--- src/rtl/core/msat_pkg.sv ---
// ----------------------------------------------------------------------------
// msat_pkg
// Types and constants shared by the alarm timer front end, queue and back end.
// ----------------------------------------------------------------------------
package msat_pkg;

  localparam int unsigned MS_W        = 40;
  localparam int unsigned TICKS_W     = 48;
  localparam int unsigned SLOT_W      = 4;
  localparam int unsigned MS_PER_S    = 1000;
  localparam int unsigned MAX_RESULTS = 16;
  localparam int unsigned FIRE_CNT_W  = $clog2(MAX_RESULTS + 1);
  localparam int unsigned QUEUE_DEPTH = 2;

  localparam logic [MS_W-1:0] MS_LIMIT = 40'd1000000000000;

  typedef enum logic [1:0] {
    OP_ARM    = 2'd0,
    OP_CANCEL = 2'd1,
    OP_ACK    = 2'd2,
    OP_TICK   = 2'd3
  } op_e;

  typedef enum logic [1:0] {
    KIND_ARM   = 2'd0,
    KIND_FIRED = 2'd1,
    KIND_DONE  = 2'd2,
    KIND_QUIET = 2'd3
  } kind_e;

  typedef enum logic [1:0] {
    ST_OK       = 2'd0,
    ST_TOO_LONG = 2'd1,
    ST_BAD_SLOT = 2'd2
  } status_e;

  typedef struct packed {
    op_e               op;
    logic [MS_W-1:0]   millisecond;
    logic              periodic;
    logic [SLOT_W-1:0] slot;
  } in_req_t;

  typedef struct packed {
    kind_e             kind;
    logic [SLOT_W-1:0] slot_index;
    status_e           status;
    logic              last;
  } out_rsp_t;

  // Classified command handed from the front end to the back end
  typedef struct packed {
    op_e                op;
    logic               too_long;
    logic [TICKS_W-1:0] ticks;
    logic               periodic;
    logic [SLOT_W-1:0]  slot;
  } cmd_t;

  typedef enum logic [1:0] {
    F_IDLE,
    F_MUL,
    F_DIV,
    F_PUSH
  } front_state_e;

  typedef enum logic [1:0] {
    B_IDLE,
    B_READ,
    B_EXEC,
    B_FINISH
  } back_state_e;

endpackage

--- src/rtl/core/msat_ram.sv ---
// ----------------------------------------------------------------------------
// msat_ram
// Generic single-write, single-read RAM with registered read data.
// ----------------------------------------------------------------------------
module msat_ram #(
  parameter int unsigned WIDTH = 96,
  parameter int unsigned DEPTH = 16
) (
  input  logic                     clk_i,
  input  logic                     we_i,
  input  logic [$clog2(DEPTH)-1:0] waddr_i,
  input  logic [WIDTH-1:0]         wdata_i,
  input  logic                     re_i,
  input  logic [$clog2(DEPTH)-1:0] raddr_i,
  output logic [WIDTH-1:0]         rdata_o
);

  logic [WIDTH-1:0] mem_q [DEPTH];
  logic [WIDTH-1:0] rdata_q;

  always_ff @(posedge clk_i) begin
    if (we_i) begin
      mem_q[waddr_i] <= wdata_i;
    end
    if (re_i) begin
      rdata_q <= mem_q[raddr_i];
    end
  end

  assign rdata_o = rdata_q;

endmodule

--- src/rtl/core/msat_front.sv ---
// ----------------------------------------------------------------------------
// msat_front
// Accepts requests, checks the delay limit and converts milliseconds to
// ticks (multiply by the tick rate, then divide by 1000 with a reciprocal
// multiply built from four partial products, one a cycle).
// ----------------------------------------------------------------------------
module msat_front #(
  parameter int unsigned TICK_RATE = 1000
) (
  input  logic              clk_i,
  input  logic              rst_ni,
  input  logic              in_valid_i,
  output logic              in_stall_o,
  input  msat_pkg::in_req_t in_req_i,
  output logic              cmd_valid_o,
  output msat_pkg::cmd_t    cmd_o,
  input  logic              cmd_full_i
);
  import msat_pkg::*;

  localparam int unsigned RATE_W    = $clog2(TICK_RATE + 1);
  localparam int unsigned PROD_W    = MS_W + RATE_W;
  // 1000 = 8 * 125: drop the 8 with a shift, divide by 125 with a scaled reciprocal
  localparam int unsigned DIV_SHIFT = 3;
  localparam int unsigned DIV_ODD   = MS_PER_S >> DIV_SHIFT;
  localparam int unsigned NUM_W     = PROD_W - DIV_SHIFT;
  localparam int unsigned RECIP_SH  = NUM_W + $clog2(DIV_ODD);
  localparam int unsigned HALF_W    = (NUM_W + 2) / 2;
  localparam int unsigned ACC_W     = 4 * HALF_W;
  localparam logic [63:0] RECIP_64  =
    ((64'd1 << RECIP_SH) + 64'(DIV_ODD - 1)) / 64'(DIV_ODD);
  localparam logic [2*HALF_W-1:0] RECIP = RECIP_64[2*HALF_W-1:0];

  front_state_e        state_q, state_d;
  logic [MS_W-1:0]     ms_q, ms_d;
  logic                per_q, per_d;
  logic [2*HALF_W-1:0] num_q, num_d;
  logic [ACC_W-1:0]    acc_q, acc_d;
  logic [1:0]          cnt_q, cnt_d;
  logic                too_long;
  logic [PROD_W-1:0]   prod;
  logic [HALF_W-1:0]   num_part, recip_part;
  logic [2*HALF_W-1:0] pp;
  logic [ACC_W-1:0]    pp_sh;

  assign prod       = PROD_W'(ms_q) * PROD_W'(TICK_RATE);
  // cnt bit 0 picks the dividend half, bit 1 the reciprocal half
  assign num_part   = cnt_q[0] ? num_q[2*HALF_W-1:HALF_W] : num_q[HALF_W-1:0];
  assign recip_part = cnt_q[1] ? RECIP[2*HALF_W-1:HALF_W] : RECIP[HALF_W-1:0];
  assign pp         = (2*HALF_W)'(num_part) * (2*HALF_W)'(recip_part);

  always_comb begin
    case (cnt_q)
      2'd0:    pp_sh = ACC_W'(pp);
      2'd3:    pp_sh = ACC_W'(pp) << (2 * HALF_W);
      default: pp_sh = ACC_W'(pp) << HALF_W;
    endcase
  end

  always_comb begin
    too_long = in_req_i.millisecond > MS_LIMIT;
    state_d  = state_q;
    ms_d     = ms_q;
    per_d    = per_q;
    num_d    = num_q;
    acc_d    = acc_q;
    cnt_d    = cnt_q;

    in_stall_o  = 1'b1;
    cmd_valid_o = 1'b0;
    cmd_o.op       = in_req_i.op;
    cmd_o.too_long = too_long;
    cmd_o.ticks    = '0;
    cmd_o.periodic = in_req_i.periodic;
    cmd_o.slot     = in_req_i.slot;

    case (state_q)
      F_IDLE: begin
        in_stall_o = cmd_full_i;
        if (in_valid_i && !cmd_full_i) begin
          if (in_req_i.op == OP_ARM && !too_long) begin
            ms_d    = in_req_i.millisecond;
            per_d   = in_req_i.periodic;
            state_d = F_MUL;
          end else begin
            cmd_valid_o = 1'b1;
          end
        end
      end
      F_MUL: begin
        num_d   = (2*HALF_W)'(prod >> DIV_SHIFT);
        acc_d   = '0;
        cnt_d   = '0;
        state_d = F_DIV;
      end
      F_DIV: begin
        acc_d = acc_q + pp_sh;
        cnt_d = cnt_q + 1'b1;
        if (cnt_q == 2'd3) begin
          state_d = F_PUSH;
        end
      end
      F_PUSH: begin
        cmd_valid_o    = 1'b1;
        cmd_o.op       = OP_ARM;
        cmd_o.too_long = 1'b0;
        cmd_o.ticks    = TICKS_W'(acc_q >> RECIP_SH);
        cmd_o.periodic = per_q;
        cmd_o.slot     = '0;
        if (!cmd_full_i) begin
          state_d = F_IDLE;
        end
      end
      default: begin
        state_d = F_IDLE;
      end
    endcase
  end

  always_ff @(posedge clk_i or negedge rst_ni) begin
    if (!rst_ni) begin
      state_q <= F_IDLE;
    end else begin
      state_q <= state_d;
    end
  end

  always_ff @(posedge clk_i) begin
    ms_q  <= ms_d;
    per_q <= per_d;
    num_q <= num_d;
    acc_q <= acc_d;
    cnt_q <= cnt_d;
  end

endmodule

--- src/rtl/core/msat_queue.sv ---
// ----------------------------------------------------------------------------
// msat_queue
// Short command FIFO between the front end and the back end.
// ----------------------------------------------------------------------------
module msat_queue (
  input  logic           clk_i,
  input  logic           rst_ni,
  input  logic           push_valid_i,
  input  msat_pkg::cmd_t push_cmd_i,
  output logic           full_o,
  output logic           pop_valid_o,
  output msat_pkg::cmd_t pop_cmd_o,
  input  logic           pop_i
);
  import msat_pkg::*;

  localparam int unsigned PTR_W = $clog2(QUEUE_DEPTH);
  localparam int unsigned CNT_W = $clog2(QUEUE_DEPTH + 1);

  cmd_t             mem_q [QUEUE_DEPTH];
  logic [PTR_W-1:0] wr_ptr_q, wr_ptr_d;
  logic [PTR_W-1:0] rd_ptr_q, rd_ptr_d;
  logic [CNT_W-1:0] cnt_q, cnt_d;
  logic             push, pop;

  assign full_o      = cnt_q == CNT_W'(QUEUE_DEPTH);
  assign pop_valid_o = cnt_q != '0;
  assign pop_cmd_o   = mem_q[rd_ptr_q];
  assign push        = push_valid_i && !full_o;
  assign pop         = pop_i && pop_valid_o;

  always_comb begin
    wr_ptr_d = wr_ptr_q;
    rd_ptr_d = rd_ptr_q;
    cnt_d    = cnt_q;
    if (push) begin
      wr_ptr_d = (wr_ptr_q == PTR_W'(QUEUE_DEPTH - 1)) ? '0 : wr_ptr_q + 1'b1;
    end
    if (pop) begin
      rd_ptr_d = (rd_ptr_q == PTR_W'(QUEUE_DEPTH - 1)) ? '0 : rd_ptr_q + 1'b1;
    end
    if (push && !pop) begin
      cnt_d = cnt_q + 1'b1;
    end else if (pop && !push) begin
      cnt_d = cnt_q - 1'b1;
    end
  end

  always_ff @(posedge clk_i or negedge rst_ni) begin
    if (!rst_ni) begin
      wr_ptr_q <= '0;
      rd_ptr_q <= '0;
      cnt_q    <= '0;
    end else begin
      wr_ptr_q <= wr_ptr_d;
      rd_ptr_q <= rd_ptr_d;
      cnt_q    <= cnt_d;
    end
  end

  always_ff @(posedge clk_i) begin
    if (push) begin
      mem_q[wr_ptr_q] <= push_cmd_i;
    end
  end

endmodule

--- src/rtl/core/msat_back.sv ---
// ----------------------------------------------------------------------------
// msat_back
// Executes commands against the slot bank: arm, cancel, acknowledge and the
// tick walk over all slots, with the result register on the output side.
// ----------------------------------------------------------------------------
module msat_back #(
  parameter int unsigned NUM_SLOTS = 16
) (
  input  logic               clk_i,
  input  logic               rst_ni,
  input  logic               cmd_valid_i,
  input  msat_pkg::cmd_t     cmd_i,
  output logic               cmd_pop_o,
  output logic               out_valid_o,
  output msat_pkg::out_rsp_t out_rsp_o,
  input  logic               out_stall_i
);
  import msat_pkg::*;

  localparam int unsigned SW     = $clog2(NUM_SLOTS);
  localparam int unsigned WORD_W = 2 * TICKS_W;
  localparam logic [SW-1:0] LAST_SLOT = SW'(NUM_SLOTS - 1);

  back_state_e           state_q, state_d;
  logic [SW-1:0]         idx_q, idx_d;
  logic [NUM_SLOTS-1:0]  used_q, used_d;
  logic [NUM_SLOTS-1:0]  listed_q, listed_d;
  logic [NUM_SLOTS-1:0]  await_q, await_d;
  logic [NUM_SLOTS-1:0]  period_q, period_d;   // reload period is nonzero
  logic [FIRE_CNT_W-1:0] fire_cnt_q, fire_cnt_d;
  logic                  held_v_q, held_v_d;
  logic [SW-1:0]         held_idx_q, held_idx_d;
  logic                  out_valid_q, out_valid_d;
  out_rsp_t              out_q, out_d;

  logic                  ram_we, ram_re;
  logic [SW-1:0]         ram_waddr, ram_raddr;
  logic [WORD_W-1:0]     ram_wdata, ram_rdata;
  logic [TICKS_W-1:0]    rd_count, rd_reload;

  logic                  out_free;
  logic                  push_out;
  out_rsp_t              push_rsp;
  logic                  any_free;
  logic [SW-1:0]         free_idx;
  logic                  s_ok;
  logic [SW-1:0]         s_idx;
  logic                  fire, emit, blocked;

  msat_ram #(
    .WIDTH (WORD_W),
    .DEPTH (NUM_SLOTS)
  ) u_slot_ram (
    .clk_i   (clk_i),
    .we_i    (ram_we),
    .waddr_i (ram_waddr),
    .wdata_i (ram_wdata),
    .re_i    (ram_re),
    .raddr_i (ram_raddr),
    .rdata_o (ram_rdata)
  );

  assign rd_count  = ram_rdata[TICKS_W-1:0];
  assign rd_reload = ram_rdata[WORD_W-1:TICKS_W];
  assign out_free  = !out_valid_q || !out_stall_i;
  assign s_idx     = SW'(cmd_i.slot);
  assign s_ok      = (32'(cmd_i.slot) < NUM_SLOTS) && used_q[s_idx];

  // lowest free slot
  always_comb begin
    free_idx = '0;
    for (int i = NUM_SLOTS - 1; i >= 0; i--) begin
      if (!used_q[i]) begin
        free_idx = SW'(i);
      end
    end
    any_free = ~&used_q;
  end

  assign fire    = (rd_count == '0) && !await_q[idx_q];
  assign emit    = fire && (fire_cnt_q < FIRE_CNT_W'(MAX_RESULTS));
  assign blocked = emit && held_v_q && !out_free;

  always_comb begin
    state_d    = state_q;
    idx_d      = idx_q;
    used_d     = used_q;
    listed_d   = listed_q;
    await_d    = await_q;
    period_d   = period_q;
    fire_cnt_d = fire_cnt_q;
    held_v_d   = held_v_q;
    held_idx_d = held_idx_q;

    cmd_pop_o = 1'b0;
    push_out  = 1'b0;
    push_rsp  = '{kind: KIND_ARM, slot_index: '0, status: ST_OK, last: 1'b1};
    ram_we    = 1'b0;
    ram_waddr = idx_q;
    ram_wdata = {rd_reload, rd_count - 1'b1};
    ram_re    = 1'b0;
    ram_raddr = idx_q;

    case (state_q)
      B_IDLE: begin
        if (cmd_valid_i) begin
          case (cmd_i.op)
            OP_TICK: begin
              cmd_pop_o  = 1'b1;
              idx_d      = '0;
              fire_cnt_d = '0;
              held_v_d   = 1'b0;
              state_d    = B_READ;
            end
            OP_ARM: begin
              if (out_free) begin
                cmd_pop_o = 1'b1;
                push_out  = 1'b1;
                if (cmd_i.too_long) begin
                  push_rsp.status = ST_TOO_LONG;
                end else if (!any_free) begin
                  push_rsp.status = ST_BAD_SLOT;
                end else begin
                  used_d[free_idx]   = 1'b1;
                  listed_d[free_idx] = 1'b1;
                  await_d[free_idx]  = 1'b0;
                  period_d[free_idx] = cmd_i.periodic && (cmd_i.ticks != '0);
                  ram_we    = 1'b1;
                  ram_waddr = free_idx;
                  ram_wdata = {(cmd_i.periodic ? cmd_i.ticks : '0), cmd_i.ticks};
                  push_rsp.slot_index = SLOT_W'(free_idx);
                end
              end
            end
            OP_CANCEL, OP_ACK: begin
              if (out_free) begin
                cmd_pop_o           = 1'b1;
                push_out            = 1'b1;
                push_rsp.kind       = KIND_DONE;
                push_rsp.slot_index = cmd_i.slot;
                if (!s_ok) begin
                  push_rsp.status = ST_BAD_SLOT;
                end else begin
                  await_d[s_idx] = 1'b0;
                  // ack of a periodic slot only clears its pending mark
                  if (cmd_i.op == OP_CANCEL || !period_q[s_idx]) begin
                    used_d[s_idx]   = 1'b0;
                    listed_d[s_idx] = 1'b0;
                  end
                end
              end
            end
            default: begin
              state_d = B_IDLE;
            end
          endcase
        end
      end
      B_READ: begin
        if (listed_q[idx_q]) begin
          ram_re  = 1'b1;
          state_d = B_EXEC;
        end else if (idx_q == LAST_SLOT) begin
          state_d = B_FINISH;
        end else begin
          idx_d = idx_q + 1'b1;
        end
      end
      B_EXEC: begin
        // fired results trail by one so the final one can carry last
        if (!blocked) begin
          if (rd_count != '0) begin
            ram_we = 1'b1;
          end else begin
            listed_d[idx_q] = period_q[idx_q];
            if (!await_q[idx_q]) begin
              await_d[idx_q] = 1'b1;
              ram_we    = 1'b1;
              ram_wdata = {rd_reload, rd_reload};
            end
            if (emit) begin
              fire_cnt_d = fire_cnt_q + 1'b1;
              if (held_v_q) begin
                push_out = 1'b1;
                push_rsp = '{kind: KIND_FIRED, slot_index: SLOT_W'(held_idx_q),
                             status: ST_OK, last: 1'b0};
              end
              held_v_d   = 1'b1;
              held_idx_d = idx_q;
            end
          end
          if (idx_q == LAST_SLOT) begin
            state_d = B_FINISH;
          end else begin
            idx_d   = idx_q + 1'b1;
            state_d = B_READ;
          end
        end
      end
      B_FINISH: begin
        if (out_free) begin
          push_out = 1'b1;
          if (held_v_q) begin
            push_rsp = '{kind: KIND_FIRED, slot_index: SLOT_W'(held_idx_q),
                         status: ST_OK, last: 1'b1};
          end else begin
            push_rsp = '{kind: KIND_QUIET, slot_index: '0, status: ST_OK, last: 1'b1};
          end
          held_v_d = 1'b0;
          state_d  = B_IDLE;
        end
      end
      default: begin
        state_d = B_IDLE;
      end
    endcase
  end

  always_comb begin
    out_valid_d = out_valid_q;
    out_d       = out_q;
    if (push_out) begin
      out_valid_d = 1'b1;
      out_d       = push_rsp;
    end else if (!out_stall_i) begin
      out_valid_d = 1'b0;
    end
  end

  assign out_valid_o = out_valid_q;
  assign out_rsp_o   = out_q;

  always_ff @(posedge clk_i or negedge rst_ni) begin
    if (!rst_ni) begin
      state_q     <= B_IDLE;
      idx_q       <= '0;
      used_q      <= '0;
      listed_q    <= '0;
      await_q     <= '0;
      period_q    <= '0;
      fire_cnt_q  <= '0;
      held_v_q    <= 1'b0;
      out_valid_q <= 1'b0;
    end else begin
      state_q     <= state_d;
      idx_q       <= idx_d;
      used_q      <= used_d;
      listed_q    <= listed_d;
      await_q     <= await_d;
      period_q    <= period_d;
      fire_cnt_q  <= fire_cnt_d;
      held_v_q    <= held_v_d;
      out_valid_q <= out_valid_d;
    end
  end

  always_ff @(posedge clk_i) begin
    held_idx_q <= held_idx_d;
    out_q      <= out_d;
  end

`ifndef SYNTHESIS
  a_listed_used: assert property (@(posedge clk_i) disable iff (!rst_ni)
    (listed_q & ~used_q) == '0)
    else $error("listed slot not in use");

  a_await_used: assert property (@(posedge clk_i) disable iff (!rst_ni)
    (await_q & ~used_q) == '0)
    else $error("pending mark on a free slot");

  a_fire_cap: assert property (@(posedge clk_i) disable iff (!rst_ni)
    fire_cnt_q <= FIRE_CNT_W'(MAX_RESULTS))
    else $error("fired result count over limit");

  a_pop_valid: assert property (@(posedge clk_i) disable iff (!rst_ni)
    cmd_pop_o |-> cmd_valid_i)
    else $error("queue popped while empty");

  a_no_overwrite: assert property (@(posedge clk_i) disable iff (!rst_ni)
    push_out |-> out_free)
    else $error("result register overwritten while stalled");
`endif

endmodule

--- src/rtl/core/multi_slot_alarm_timer_core.sv ---
// ----------------------------------------------------------------------------
// multi_slot_alarm_timer_core
// Bank of one-shot and periodic alarm slots with arm, cancel, acknowledge
// and tick requests; fired slots are reported in slot order.
// ----------------------------------------------------------------------------
//  channel | direction | handshake               | payload
//  --------+-----------+-------------------------+----------------------------
//  in      | input     | in_valid_i / in_stall_o | in_req_i  (op, ms, per, slot)
//  out     | output    | out_valid_o/out_stall_i | out_rsp_o (kind, slot, status, last)
//
//  Arm: front end steps through accept, tick-rate multiply, four partial
//    products of the divide by 1000 and push; a too-long delay skips the math.
//  Cancel, acknowledge, arm reply: done in the back-end idle state once the output is free.
//  Tick: back end walks all slots through the slot RAM read port, reading only
//    listed slots (B_READ, then B_EXEC), then B_FINISH; fires follow one per slot.
//  Reset clears all slot flags at once; no clearing pass. Either side may stall
//    independently through the two-entry command queue.
// ----------------------------------------------------------------------------
module multi_slot_alarm_timer_core #(
  parameter int unsigned NUM_SLOTS = 16,
  parameter int unsigned TICK_RATE = 1000
) (
  input  logic               clk_i,
  input  logic               rst_ni,
  input  logic               in_valid_i,
  output logic               in_stall_o,
  input  msat_pkg::in_req_t  in_req_i,
  output logic               out_valid_o,
  input  logic               out_stall_i,
  output msat_pkg::out_rsp_t out_rsp_o
);
  import msat_pkg::*;

  logic cmd_push_valid, cmd_full;
  cmd_t cmd_push;
  logic cmd_valid, cmd_pop;
  cmd_t cmd_head;

  msat_front #(
    .TICK_RATE (TICK_RATE)
  ) u_front (
    .clk_i       (clk_i),
    .rst_ni      (rst_ni),
    .in_valid_i  (in_valid_i),
    .in_stall_o  (in_stall_o),
    .in_req_i    (in_req_i),
    .cmd_valid_o (cmd_push_valid),
    .cmd_o       (cmd_push),
    .cmd_full_i  (cmd_full)
  );

  msat_queue u_queue (
    .clk_i        (clk_i),
    .rst_ni       (rst_ni),
    .push_valid_i (cmd_push_valid),
    .push_cmd_i   (cmd_push),
    .full_o       (cmd_full),
    .pop_valid_o  (cmd_valid),
    .pop_cmd_o    (cmd_head),
    .pop_i        (cmd_pop)
  );

  msat_back #(
    .NUM_SLOTS (NUM_SLOTS)
  ) u_back (
    .clk_i       (clk_i),
    .rst_ni      (rst_ni),
    .cmd_valid_i (cmd_valid),
    .cmd_i       (cmd_head),
    .cmd_pop_o   (cmd_pop),
    .out_valid_o (out_valid_o),
    .out_rsp_o   (out_rsp_o),
    .out_stall_i (out_stall_i)
  );

endmodule

--- config.mk ---
export PLATFORM = sky130hd
export DESIGN_NAME = multi_slot_alarm_timer_core
export DESIGN_NICKNAME = d
export VERILOG_FILES = /design/src/rtl/core/msat_pkg.sv /design/src/rtl/core/msat_ram.sv /design/src/rtl/core/msat_front.sv /design/src/rtl/core/msat_queue.sv /design/src/rtl/core/msat_back.sv /design/src/rtl/core/multi_slot_alarm_timer_core.sv
export SDC_FILE = /design/constraint.sdc
export NUM_CORES = 2
export LEC_CHECK = 0
export BUFFER_PORTS_ARGS = -buffer_cell sky130_fd_sc_hd__clkbuf_2
export CORE_UTILIZATION = 50
export DETAILED_ROUTE_END_ITERATION = 10
export PLACE_DENSITY = 0.69
export SYNTH_ARGS = -nofsm -noshare
export SYNTH_HDL_FRONTEND = slang
export SYNTH_SLANG_ARGS = --single-unit
--- constraint.sdc ---
create_clock -name clk_i -period 11.8 [get_ports clk_i]
set_clock_uncertainty 0.15 [all_clocks]
set_input_delay 0.59 -clock clk_i [delete_from_list [all_inputs] [get_ports clk_i]]
set_output_delay 0.59 -clock clk_i [all_outputs]
set_load 0.01 [all_outputs]
==> impl_results.md <==
- CP max stage cell: or4_1
- Critical path startpoint category: register
- Final Hold Fails: 0
- Clock-pin slew of the registers on the worst-case setup and hold paths: 0.06 ns
- Final min period: 11.25 ns
- Ranking of synthesized cells by area: edfxtp_1, mux4_2, fa_1
- Antenna violations before repair: 6
- Commonest non-fill, non-tap cell in the layout: edfxtp_1
- Num CTS Buffers: roughly 200
- CTS Sinks: just over 2000
- Final WL: 272000 um
- CTS tree: yes
- Htree depth: 4
- Crit path launch: u_front.cnt_q[0]
- Synth Cell Area: approximately 0.11 mm^2
- Max Clk Rate: slightly below 90 MHz
- Remaining routing DRC violations: 0
- Nets: between 8000 and 9000
- Total grt overflow: 0
- Max Cap Viol: 0
- Initial core utilization: between 50 and 60%
- Via/cell ratio: roughly 6.1
- Worst EP required: 12.19 ns
- Post-CTS Setup Bufs: 0
- Port bufs: between 60 and 70
- Layout cells sized above 1: approximately 15%
- Worst setup path class: reg2reg
- Slowest stage delay, CP: ~0.56 ns
- Synthesized area per cell: approximately 15 um^2
- Chip Width: ~460 um
- Number of flops mapped to enable cells by yosys: a little under 2000
- WL/cell: between 20 and 30 um
- Drt first pass iters: 6
- GR Util All Layers: between 20% and 30%
- Netlist cell types: 99
- Post-synth top area share: 54.6%
- Crit path max-delay family: adder cells
- Detail Route Antenna Nets: 0
- Ys async rst share: roughly 4.1%
- Initial DRC count: between 7000 and 8000
- Register-to-register setup slack: around 0.55 ns
- Top FF cell, synth: edfxtp_1
- Slew HR: approximately 3.9%
- Yosys top cell by area: edfxtp_1
- Number of synthesized register bits: just over 2000
- Die Y-Extent: approximately 460 um
- Placer Congestion: between 0.9 and 1
- Ys Warns: 0
- Cell mode on critical path: fa_1
- Global-route wire length before repair: approximately 410000 um
- Largest net degree at the start of global routing: around 130
- CP Capture Type: register
- Die area: about 0.21 mm^2
- # placed instances: between 9000 and 10000
- Status: complete, no violations
- Commonest cells after routing, fill and taps aside: edfxtp_1, inv_1, ha_1
- Slew @ Worst Pin: 1.44 ns
- Max Slew Vio Count: 0
- I/O pins: 62
- Worst Path Buf+Inv: 7
- Post-Synthesis Cells: between 7000 and 8000
- Synth-to-layout area growth: 11.0%
- Placement Rows: 168
- Via Count: 62800
- Final Cycle Share: a little over nine tenths
- Crit-path max FO: 22
- Final setup vio count: 0
- Crit path DAT: approximately 12 ns
- Hpwl dp: roughly 170000 um
- Latest clock arrival within the worst-skew pair: a little under 0.9 ns
- Core area: between 0.2 and 0.25 mm^2
- Sequential-to-total area share from yosys stat: between 50% and 60%
- Root buffer cell: clkbuf_16
- Worst-case clock buffer depth: 3
- Fin cells: 10300
- Vias in the first global route: about 63000
- HP Class: in2async
- Final hold slack: just under 0.06 ns
- Worst r2r src: u_front.cnt_q[0]
[worst paths after layout]
kind | endpoint | cells past startpoint
hold reg to reg | u_back.out_rsp_o[5] | 1
max in group asynchronous | u_back.idx_q[2] | 3
setup reg to reg | u_front.acc_q[95] | 39
setup / recovery | u_front.acc_q[95] | 39
min in group clk_i | u_queue.mem_q[1][54] | 2
hold / removal | u_back.fire_cnt_q[4] | 2
[flip-flops by register name (all words and copies together), names as in the netlist, 9 cells and up]
signal and flops:
u_front.num_q 47, u_queue.mem_q 100, u_back.await_q 16, u_back.out_rsp_o 9
u_front.ms_q 40, u_back.u_slot_ram.rdata_o 96, u_back.used_q 16, u_back.listed_q 16
u_back.u_slot_ram.mem_q 1536, u_front.acc_q 95, u_back.period_q 16
[through the flow]
stage	area [um^2]	util (%)	setup TNS [ns]	worst slack (ns)
after floorplan	106000	-	0	0.430
after global placement	111000	52.6	0	0.370
final	118000	56.1	0	0.553
after CTS	118000	56.0	0	0.197
after detailed placement	111000	52.6	0	0.246
after global routing	118000	56.1	-0.0148	-0.0148
[routing by layer]
layer	vias to the layer above	routed length (um)	share of wire (%)	track usage, %
met3	394	22600	8.3	3.84
met1	32300	117000	43	37.7
met4	4	7420	2.7	7.16
met2	2941	124000	46	38.9
li1	27100	-	-	-
met5	-	27	0.0099	0
[synth_stat cells, drive strengths merged, types with 44 or more instances]
| master | n |
|---|---|
| a21oi | 279 |
| nor3 | 86 |
| nand3 | 53 |
| fa | 431 |
| clkbuf | 229 |
| nand4 | 77 |
| and2 | 115 |
| mux2i | 95 |
| ha | 501 |
| edfxtp | 1930 |
| nor2 | 348 |
| nand2 | 413 |
| mux4 | 496 |
| dfrtp | 83 |
| o21ai | 260 |
| o21bai | 47 |
| inv | 754 |
| a21o | 100 |
| nand2b | 44 |
| buf | 61 |
| xnor2 | 150 |
| xor2 | 77 |
| a22o | 48 |
[timing repair]
action | 4_1_cts | 5_1_grt
gates resized for setup | 0 | 17
setup endpoints to repair | 0 | 24
hold buffers | 47 | 0
hold endpoints to repair | 82 | 0
[final cells by class]
type | count | area (um^2)
Antenna cell | 1 | 2.50
Clock buffer | 243 | 5260
Clock inverter | 117 | 1410
Fill cell | 16500 | 92300
Inverter | 756 | 2840
Multi-Input combinational cell | 4105 | 42400
Sequential cell | 2013 | 60100
Tap cell | 2805 | 3510
Timing Repair Buffer | 292 | 2360
[cell families after synthesis]
logic type      Yosys count  share of synthesized area, %
flops                  2013                          56.6
compound gates         1021                          6.22
fa+ha+maj               932                          14.0
mux                     613                          11.7
buf+inv                1046                          3.76
other cells               2                       0.00707
xor+xnor                227                          1.87
simple gates           1308                          5.89
[worst register-to-register path, delay by kind of cell (launching register included)]
kind	cells	cell delay (ns)
buffers and inverters	7	0.67
adders and majority gates	9	4.15
xor gates and xnor gates	3	0.42
DFF	1	0.39
muxes	1	0.32
and+or+nand+nor	9	2.51
AOI/OAI and AO/OA	10	2.35
Power is not shown: default switching activity piles up to over one toggle a cycle in this logic, so the estimate is an artifact.
